`config.mk`:
```
export PLATFORM = sky130hd
export DESIGN_NAME = qlft_ctrl
export DESIGN_NICKNAME = d
export VERILOG_FILES = /design/src/design/qlft_pkg.sv /design/src/design/qlft_ctrl.sv
export SDC_FILE = /design/constraint.sdc
export NUM_CORES = 1
export LEC_CHECK = 0
export BUFFER_PORTS_ARGS = -buffer_cell sky130_fd_sc_hd__buf_2
export CORE_MARGIN = 2
export CORE_UTILIZATION = 50
export DETAILED_ROUTE_END_ITERATION = 10
export GPL_TIMING_DRIVEN = 0
export PLACE_DENSITY = 0.73
export SLEW_MARGIN = 5
export SYNTH_ARGS = -nofsm -noshare
export SYNTH_HDL_FRONTEND = slang
export SYNTH_SLANG_ARGS = --single-unit
```
`constraint.sdc`:
```
create_clock -name i_clk -period 2.4 [get_ports i_clk]
set_input_delay 0.48 -clock i_clk [delete_from_list [all_inputs] [get_ports i_clk]]
set_output_delay 0.48 -clock i_clk [all_outputs]
set_load 0.01 [all_outputs]
```
`src/design/qlft_pkg.sv`:
```
`timescale 1ns / 1ps
// ----------------------------------------------------------------------------
// qlft_pkg
// Types, constants and small move helpers shared by the tuner modules.
// ----------------------------------------------------------------------------
package qlft_pkg;

    // grid geometry
    localparam int MAX_CORE_STEPS   = 16;
    localparam int MAX_UNCORE_STEPS = 32;
    localparam int CW   = 4;
    localparam int UW   = 5;
    localparam int PW   = CW + UW;
    localparam int NPOS = MAX_CORE_STEPS * MAX_UNCORE_STEPS;
    localparam int NMOVES = 9;
    localparam int MW   = 4;
    localparam int QAW  = 13;
    localparam int QDEPTH = NPOS * NMOVES;

    localparam logic [MW-1:0] MV_CENTRE = 4'd4;
    localparam logic [MW-1:0] MV_LAST   = 4'd8;
    localparam logic [PW-1:0] POS_LAST  = 9'(NPOS - 1);

    localparam logic [4:0] CS_MAX = 5'(MAX_CORE_STEPS);
    localparam logic [5:0] US_MAX = 6'(MAX_UNCORE_STEPS);

    // configuration register indexes
    localparam int CFG_IW = 3;
    localparam int CFG_DW = 17;
    localparam logic [CFG_IW-1:0] CFG_CORE_STEPS   = 3'd0;
    localparam logic [CFG_IW-1:0] CFG_UNCORE_STEPS = 3'd1;
    localparam logic [CFG_IW-1:0] CFG_LEARN_RATE   = 3'd2;
    localparam logic [CFG_IW-1:0] CFG_DISCOUNT     = 3'd3;
    localparam logic [CFG_IW-1:0] CFG_EXPLORE_RATE = 3'd4;
    localparam logic [CFG_IW-1:0] CFG_START_CORE   = 3'd5;
    localparam logic [CFG_IW-1:0] CFG_START_UNCORE = 3'd6;

    // rates are Q1.16, one is 65536
    localparam logic [CFG_DW-1:0] RATE_ONE = 17'd65536;

    typedef struct packed {
        logic            clr_wr;
        logic [PW-1:0]   clr_pos;
        logic [MW-1:0]   m;
        logic            load_in;
        logic            pick;
        logic            take_best;
        logic            emit;
        logic            e_wr;
        logic            e_rd;
        logic            e_rd_prev;
        logic            ld_upd;
        logic            upd_prev;
        logic            scan_init;
        logic            scan_nb;
        logic            scan_rd;
        logic            div_start;
        logic            u_rd;
        logic            u_m1;
        logic            u_m2;
        logic            u_m3;
        logic            u_wr;
    } t_dp_cmd;

    typedef struct packed {
        logic                action;
        logic                explore;
        logic [NMOVES-1:0]   cur_valid;
        logic                known;
        logic                div_done;
        logic                out_full;
    } t_dp_stat;

    // core delta plus one of a move
    function automatic logic [1:0] mv_dc(input logic [MW-1:0] m);
        logic [1:0] d;
        unique case (m)
            4'd0, 4'd1, 4'd2: d = 2'd0;
            4'd6, 4'd7, 4'd8: d = 2'd2;
            default:          d = 2'd1;
        endcase
        return d;
    endfunction

    // uncore delta plus one of a move
    function automatic logic [1:0] mv_du(input logic [MW-1:0] m);
        logic [1:0] d;
        unique case (m)
            4'd0, 4'd3, 4'd6: d = 2'd0;
            4'd2, 4'd5, 4'd8: d = 2'd2;
            default:          d = 2'd1;
        endcase
        return d;
    endfunction

    // target inside the grid in use; centre always allowed
    function automatic logic move_ok(input logic [CW-1:0] c, input logic [UW-1:0] u,
                                     input logic [MW-1:0] m, input logic [4:0] cs,
                                     input logic [5:0] us);
        logic [4:0] nc;
        logic [5:0] nu;
        nc = {1'b0, c} + {3'b000, mv_dc(m)};
        nu = {1'b0, u} + {4'b0000, mv_du(m)};
        return (m == MV_CENTRE) ||
               (nc >= 5'd1 && nc <= cs && nu >= 6'd1 && nu <= us);
    endfunction

    // q table address of a position and move
    function automatic logic [QAW-1:0] q_addr(input logic [PW-1:0] pos,
                                              input logic [MW-1:0] m);
        return QAW'({pos, 3'b000}) + QAW'(pos) + QAW'(m);
    endfunction

endpackage

```
`src/design/qlft_ctrl.sv`:
```
`timescale 1ns / 1ps
// ----------------------------------------------------------------------------
// qlft_ctrl
// Sequencer: clearing pass, choose and report flows, neighbour sweep.
// ----------------------------------------------------------------------------
module qlft_ctrl import qlft_pkg::*; (
    input  logic     i_clk,
    input  logic     i_rst_n,
    input  logic     i_in_valid,
    output logic     o_in_ready,
    input  t_dp_stat i_stat,
    output t_dp_cmd  o_cmd
);

    localparam logic [4:0] S_CLEAR = 5'd0;
    localparam logic [4:0] S_IDLE  = 5'd1;
    localparam logic [4:0] S_DEC   = 5'd2;
    localparam logic [4:0] S_SCAN  = 5'd3;
    localparam logic [4:0] S_SWAIT = 5'd4;
    localparam logic [4:0] S_CTAKE = 5'd5;
    localparam logic [4:0] S_EMIT  = 5'd6;
    localparam logic [4:0] S_RWR   = 5'd7;
    localparam logic [4:0] S_RRD   = 5'd8;
    localparam logic [4:0] S_RCHK  = 5'd9;
    localparam logic [4:0] S_QN    = 5'd10;
    localparam logic [4:0] S_DIV   = 5'd11;
    localparam logic [4:0] S_URD   = 5'd12;
    localparam logic [4:0] S_UM1   = 5'd13;
    localparam logic [4:0] S_UM2   = 5'd14;
    localparam logic [4:0] S_UM3   = 5'd15;
    localparam logic [4:0] S_UWR   = 5'd16;
    localparam logic [4:0] S_NCHK  = 5'd17;
    localparam logic [4:0] S_NRD   = 5'd18;

    localparam logic [1:0] CTX_CHOOSE = 2'd0;
    localparam logic [1:0] CTX_PREV   = 2'd1;
    localparam logic [1:0] CTX_NB     = 2'd2;

    logic [4:0]    r_state, n_state;
    logic [MW-1:0] r_m, n_m, r_j, n_j;
    logic [PW-1:0] r_cp, n_cp;
    logic [1:0]    r_ctx, n_ctx;

    // next state and commands
    always_comb begin
        n_state = r_state;
        n_m     = r_m;
        n_j     = r_j;
        n_cp    = r_cp;
        n_ctx   = r_ctx;
        o_cmd   = '0;
        o_cmd.m = r_m;
        o_in_ready = 1'b0;
        unique case (r_state)
            S_CLEAR: begin
                o_cmd.clr_wr  = 1'b1;
                o_cmd.clr_pos = r_cp;
                if (r_m == MV_LAST) begin
                    n_m  = '0;
                    n_cp = r_cp + 9'd1;
                    if (r_cp == POS_LAST) begin
                        n_state = S_IDLE;
                    end
                end else begin
                    n_m = r_m + 4'd1;
                end
            end
            S_IDLE: begin
                o_in_ready = 1'b1;
                if (i_in_valid) begin
                    o_cmd.load_in = 1'b1;
                    n_state = S_DEC;
                end
            end
            S_DEC: begin
                if (i_stat.action) begin
                    n_state = S_RWR;
                end else if (i_stat.explore) begin
                    o_cmd.pick = 1'b1;
                    n_state = S_EMIT;
                end else begin
                    o_cmd.scan_init = 1'b1;
                    n_ctx   = CTX_CHOOSE;
                    n_j     = '0;
                    n_state = S_SCAN;
                end
            end
            S_SCAN: begin
                o_cmd.scan_rd = 1'b1;
                o_cmd.m = r_j;
                if (r_j == MV_LAST) begin
                    n_state = S_SWAIT;
                end else begin
                    n_j = r_j + 4'd1;
                end
            end
            S_SWAIT: n_state = (r_ctx == CTX_CHOOSE) ? S_CTAKE : S_QN;
            S_CTAKE: begin
                o_cmd.take_best = 1'b1;
                n_state = S_EMIT;
            end
            S_EMIT: begin
                if (!i_stat.out_full) begin
                    o_cmd.emit = 1'b1;
                    n_state = S_IDLE;
                end
            end
            S_RWR: begin
                o_cmd.e_wr = 1'b1;
                n_state = S_RRD;
            end
            S_RRD: begin
                o_cmd.e_rd      = 1'b1;
                o_cmd.e_rd_prev = 1'b1;
                n_state = S_RCHK;
            end
            S_RCHK: begin
                if (i_stat.known) begin
                    o_cmd.ld_upd    = 1'b1;
                    o_cmd.upd_prev  = 1'b1;
                    o_cmd.scan_init = 1'b1;
                    n_ctx   = CTX_PREV;
                    n_j     = '0;
                    n_state = S_SCAN;
                end else begin
                    n_m     = '0;
                    n_state = S_NCHK;
                end
            end
            S_QN: begin
                o_cmd.div_start = 1'b1;
                n_state = S_DIV;
            end
            S_DIV: begin
                if (i_stat.div_done) begin
                    n_state = S_URD;
                end
            end
            S_URD: begin
                o_cmd.u_rd = 1'b1;
                n_state = S_UM1;
            end
            S_UM1: begin
                o_cmd.u_m1 = 1'b1;
                n_state = S_UM2;
            end
            S_UM2: begin
                o_cmd.u_m2 = 1'b1;
                n_state = S_UM3;
            end
            S_UM3: begin
                o_cmd.u_m3 = 1'b1;
                n_state = S_UWR;
            end
            S_UWR: begin
                o_cmd.u_wr = 1'b1;
                n_m = (r_ctx == CTX_PREV) ? '0 : r_m + 4'd1;
                n_state = S_NCHK;
            end
            // neighbour sweep in row order
            S_NCHK: begin
                if (r_m > MV_LAST) begin
                    n_state = S_IDLE;
                end else if (i_stat.cur_valid[r_m]) begin
                    o_cmd.e_rd = 1'b1;
                    n_state = S_NRD;
                end else begin
                    n_m = r_m + 4'd1;
                end
            end
            S_NRD: begin
                if (i_stat.known) begin
                    o_cmd.ld_upd    = 1'b1;
                    o_cmd.scan_init = 1'b1;
                    o_cmd.scan_nb   = 1'b1;
                    n_ctx   = CTX_NB;
                    n_j     = '0;
                    n_state = S_SCAN;
                end else begin
                    n_m     = r_m + 4'd1;
                    n_state = S_NCHK;
                end
            end
            default: n_state = S_CLEAR;
        endcase
    end

    // state registers
    always_ff @(posedge i_clk) begin
        if (!i_rst_n) begin
            r_state <= S_CLEAR;
            r_m     <= '0;
            r_j     <= '0;
            r_cp    <= '0;
            r_ctx   <= CTX_CHOOSE;
        end else begin
            r_state <= n_state;
            r_m     <= n_m;
            r_j     <= n_j;
            r_cp    <= n_cp;
            r_ctx   <= n_ctx;
        end
    end

endmodule

```
==> flow_summary.yaml <==
pwr:
  power_switching_mw: 0.815
  power_density_nw_per_um2: 777
  cellLeakagePower_nw: 1.13
  p_comb_frac: 0.596
  p_sw_frac: 0.436
  power_mw: 1.87
  intPower_mw: 1.06
  seq_power_share: 0.251
  clkPwrFrac: 0.153
  vdd_drop_max_mv: 0.525
final_layout:
  fin_nets: 341
  drive_gt1_frac: 0.300
  design_area_sq_um: 2410
  register_area_sq_um: 480
  num-fill-cells: 390
  syn2layout_area_growth_pct: 18.6
  multi_input_area_sq_um: 1380
  antenna_cells: 0
  finish.utilization: 0.610
  stdcell_count: 367
global_route:
  grt_usage: 0.257
  grt_pass1_vias: 1866
  grt_max_degree: 14
  antenna_found_initial: 0
  grt-ovfl-total: 0
  grt_pass1_wl_microns: 8970
yosys:
  synth-seq-cells: 24
  synth_cells: 264
  seq_area_frac_synth: 0.237
  synth.top_cell.area_share: 0.237
  ys_async_sr_fraction: 0
  avgSynthCellArea_sq_um: 7.68
  synth_cell_types: 66
  synth_edf_count: 0
  synth_area_leaders: "dfxtp_1 (24%), nor2_1 (8.0%), a21oi_1 (4.4%), nand2_1 (4.3%), buf_6 (3.9%)"
  synth.cell_area_sq_um: 2030
  synth_ff_type: "dfxtp_1"
  yosys.area.top_type: "dfxtp_1"
  syn_nets: 287
  ys_warn_count: 0
worst_setup_path:
  required_ns: 1.92
  crit_type: "reg -> out"
  cp_max_fo: 9
  critPathArrivalTime_ns: 1.82
  crit_chain: "buf_6 -> mux4_2 -> nand2b_1 -> nand2_1 -> o21ai_1 -> o32ai_1 -> buf_2"
  start_kind: "register"
  slowest_stage: "mux4_2"
  end_kind: "output pin"
  cp_top_family: "multiplexers"
  slowest_delay_ns: 0.50
  crit_buf_inv: 2
  ff2ff_path_depth: 7
  cp_num_cells: 7
clock_network:
  cts_tree: "done"
  cts_buffer_depth: 2
  worstSkewPairLatency_ns: 0.28
  cts-root-buf: "clkbuf_8"
  cts.sinks: 24
  ctsHoldBuffers: 0
  cts_buffers: 3
  htreeDepth: 1
  post_cts_buffers: 0
  clkTransAtPathRegs_ns: 0.09
sta:
  fmax_ghz: 0.435
  setup_ws_ns: 0.102
  setup_viol: 0
  tns_ns: 0
  drv_slew: 0
  tightest_slew_ns: 0.557
  skew_ns: 0.00447
  hold_viol_final: 0
  period_minus_slack_ns: 2.30
  maxSlewHeadroom: 0.619
  rsz0062_at_grt: "no"
  holdWs_ns: 0.472
  period_share: 0.958
hold_path:
  min_path_cells: 3
  hp-class: "in -> reg"
placed_design:
  gp_congestion: 0.999
  port_buffers: 49
  place_area_sq_um: 2340
  dp.cells: 363
  post-place-ws_ns: 0.286
  hpwl_microns: 4170
job:
  cap_violations: 0
floorplanning:
  core-area_sq_um: 3940
  dieWidth_microns: 67.7
  die_area_sq_um: 4580
  floorplan.initialDensity: 0.514
  fp.dieH_microns: 67.7
  num_rows: 23
  ios: 50
drt:
  drtPass1Iterations: 4
  routed_wl_microns: 5510
  viasPerCell: 5.54
  ant_nets: 0
  routedWlPerCell_microns: 15.0
  route.detailed.drc: 0
  num_vias: 2032
  drt_iter0_drc: 176
run_status:
  outcome: "finished, final reports clean"
==> final timing paths <==
check	startpoint	end	slack [ns]
worst max-delay path	r_m[0]$_SDFFE_PN0P_	o_cmd[12]	0.10
worst min-delay path	i_stat[0]	r_state[2]$_SDFFE_PN0P_	0.47
worst max register to register	r_m[1]$_SDFFE_PN0P_	r_state[1]$_SDFFE_PN0P_	0.34
worst min register to register	r_cp[8]$_SDFFE_PN0P_	r_cp[8]$_SDFFE_PN0P_	0.49
==> flip-flops by register name, summed over array words and instances, names as in the netlist <==
signal	cells
r_cp	9
r_ctx	2
r_j	4
r_m	4
r_state	5
==> cell type report <==
type / instances / area share
plain buffers: 18 / 0.0562
clock buffers: 4 / 0.0229
inverters: 13 / 0.0203
multi-input cells: 209 / 0.573
flip-flops and latches: 24 / 0.200
well taps: 50 / 0.0260
repair buffers: 49 / 0.102
==> kinds of logic (layout without fill, tap and decap cells) <==
kind of cell | after synthesis | in the layout | synth area share
xor gates and xnor gates | 8 | 8 | 0.0345
DFF | 24 | 24 | 0.237
muxes | 5 | 5 | 0.0321
AOI/OAI and AO/OA | 58 | 58 | 0.221
buffers and inverters | 31 | 84 | 0.0901
and+or+nand+nor | 132 | 132 | 0.348
adders and majority gates | 6 | 6 | 0.0370
==> power by group through the flow <==
stage	Sequential [mW]	Combinational, mW	Clock, mW
after global routing	0.474	1.22	0.307
after global placement	0.477	1.08	0
final	0.469	1.12	0.286
after detailed placement	0.477	1.09	0
after floorplan	0.470	0.842	0
after CTS	0.468	1.09	0.293
==> cell usage in the layout (no fill, tap or decap), types with 6 or more instances in the layout <==
master and instances:
buf_2 54, nor2_1 43, dfxtp_1 24, nand2_1 22, a21oi_1 18, inv_1 11
nor3_1 11, and3_1 11, nand3_1 9, buf_6 7, o21ai_0 7, nand2b_1 6
xor2_1 6, ha_1 6
==> repair_timing <==
| item | 4_1_cts | 5_1_grt |
|---|---|---|
| resized for setup | 1 | 4 |
| gates cloned | 0 | 0 |
| hold endpoints to repair | 0 | 0 |
| setup endpoints to repair | 2 | 4 |
==> metal layers <==
layer	up-vias	track usage	wire length (microns)
li1	1032	-	-
met5	-	0	0
met3	3	0.0417	370
met4	0	0.0714	36
met1	927	0.370	2660
met2	70	0.392	2440
==> synth_stat cells (3+ instances only) <==
cell type / number
ha_1: 6
nor2_1: 43
or3_1: 3
clkbuf_1: 3
nand4_1: 5
buf_2: 5
inv_1: 11
o31ai_1: 3
nor3_1: 11
buf_6: 7
nor2b_1: 4
xor2_1: 6
o21ai_0: 7
dfxtp_1: 24
nand2b_1: 6
nand2_1: 23
o21ai_1: 3
and3_1: 11
a21oi_1: 18
nand3_1: 9
==> worst min-delay path, cell delays in order <==
cell,delay (ns)
buf_2,0.11
nand3_1,0.08
o41ai_2,0.05
Note: power is estimated with default switching activity, not from simulation.
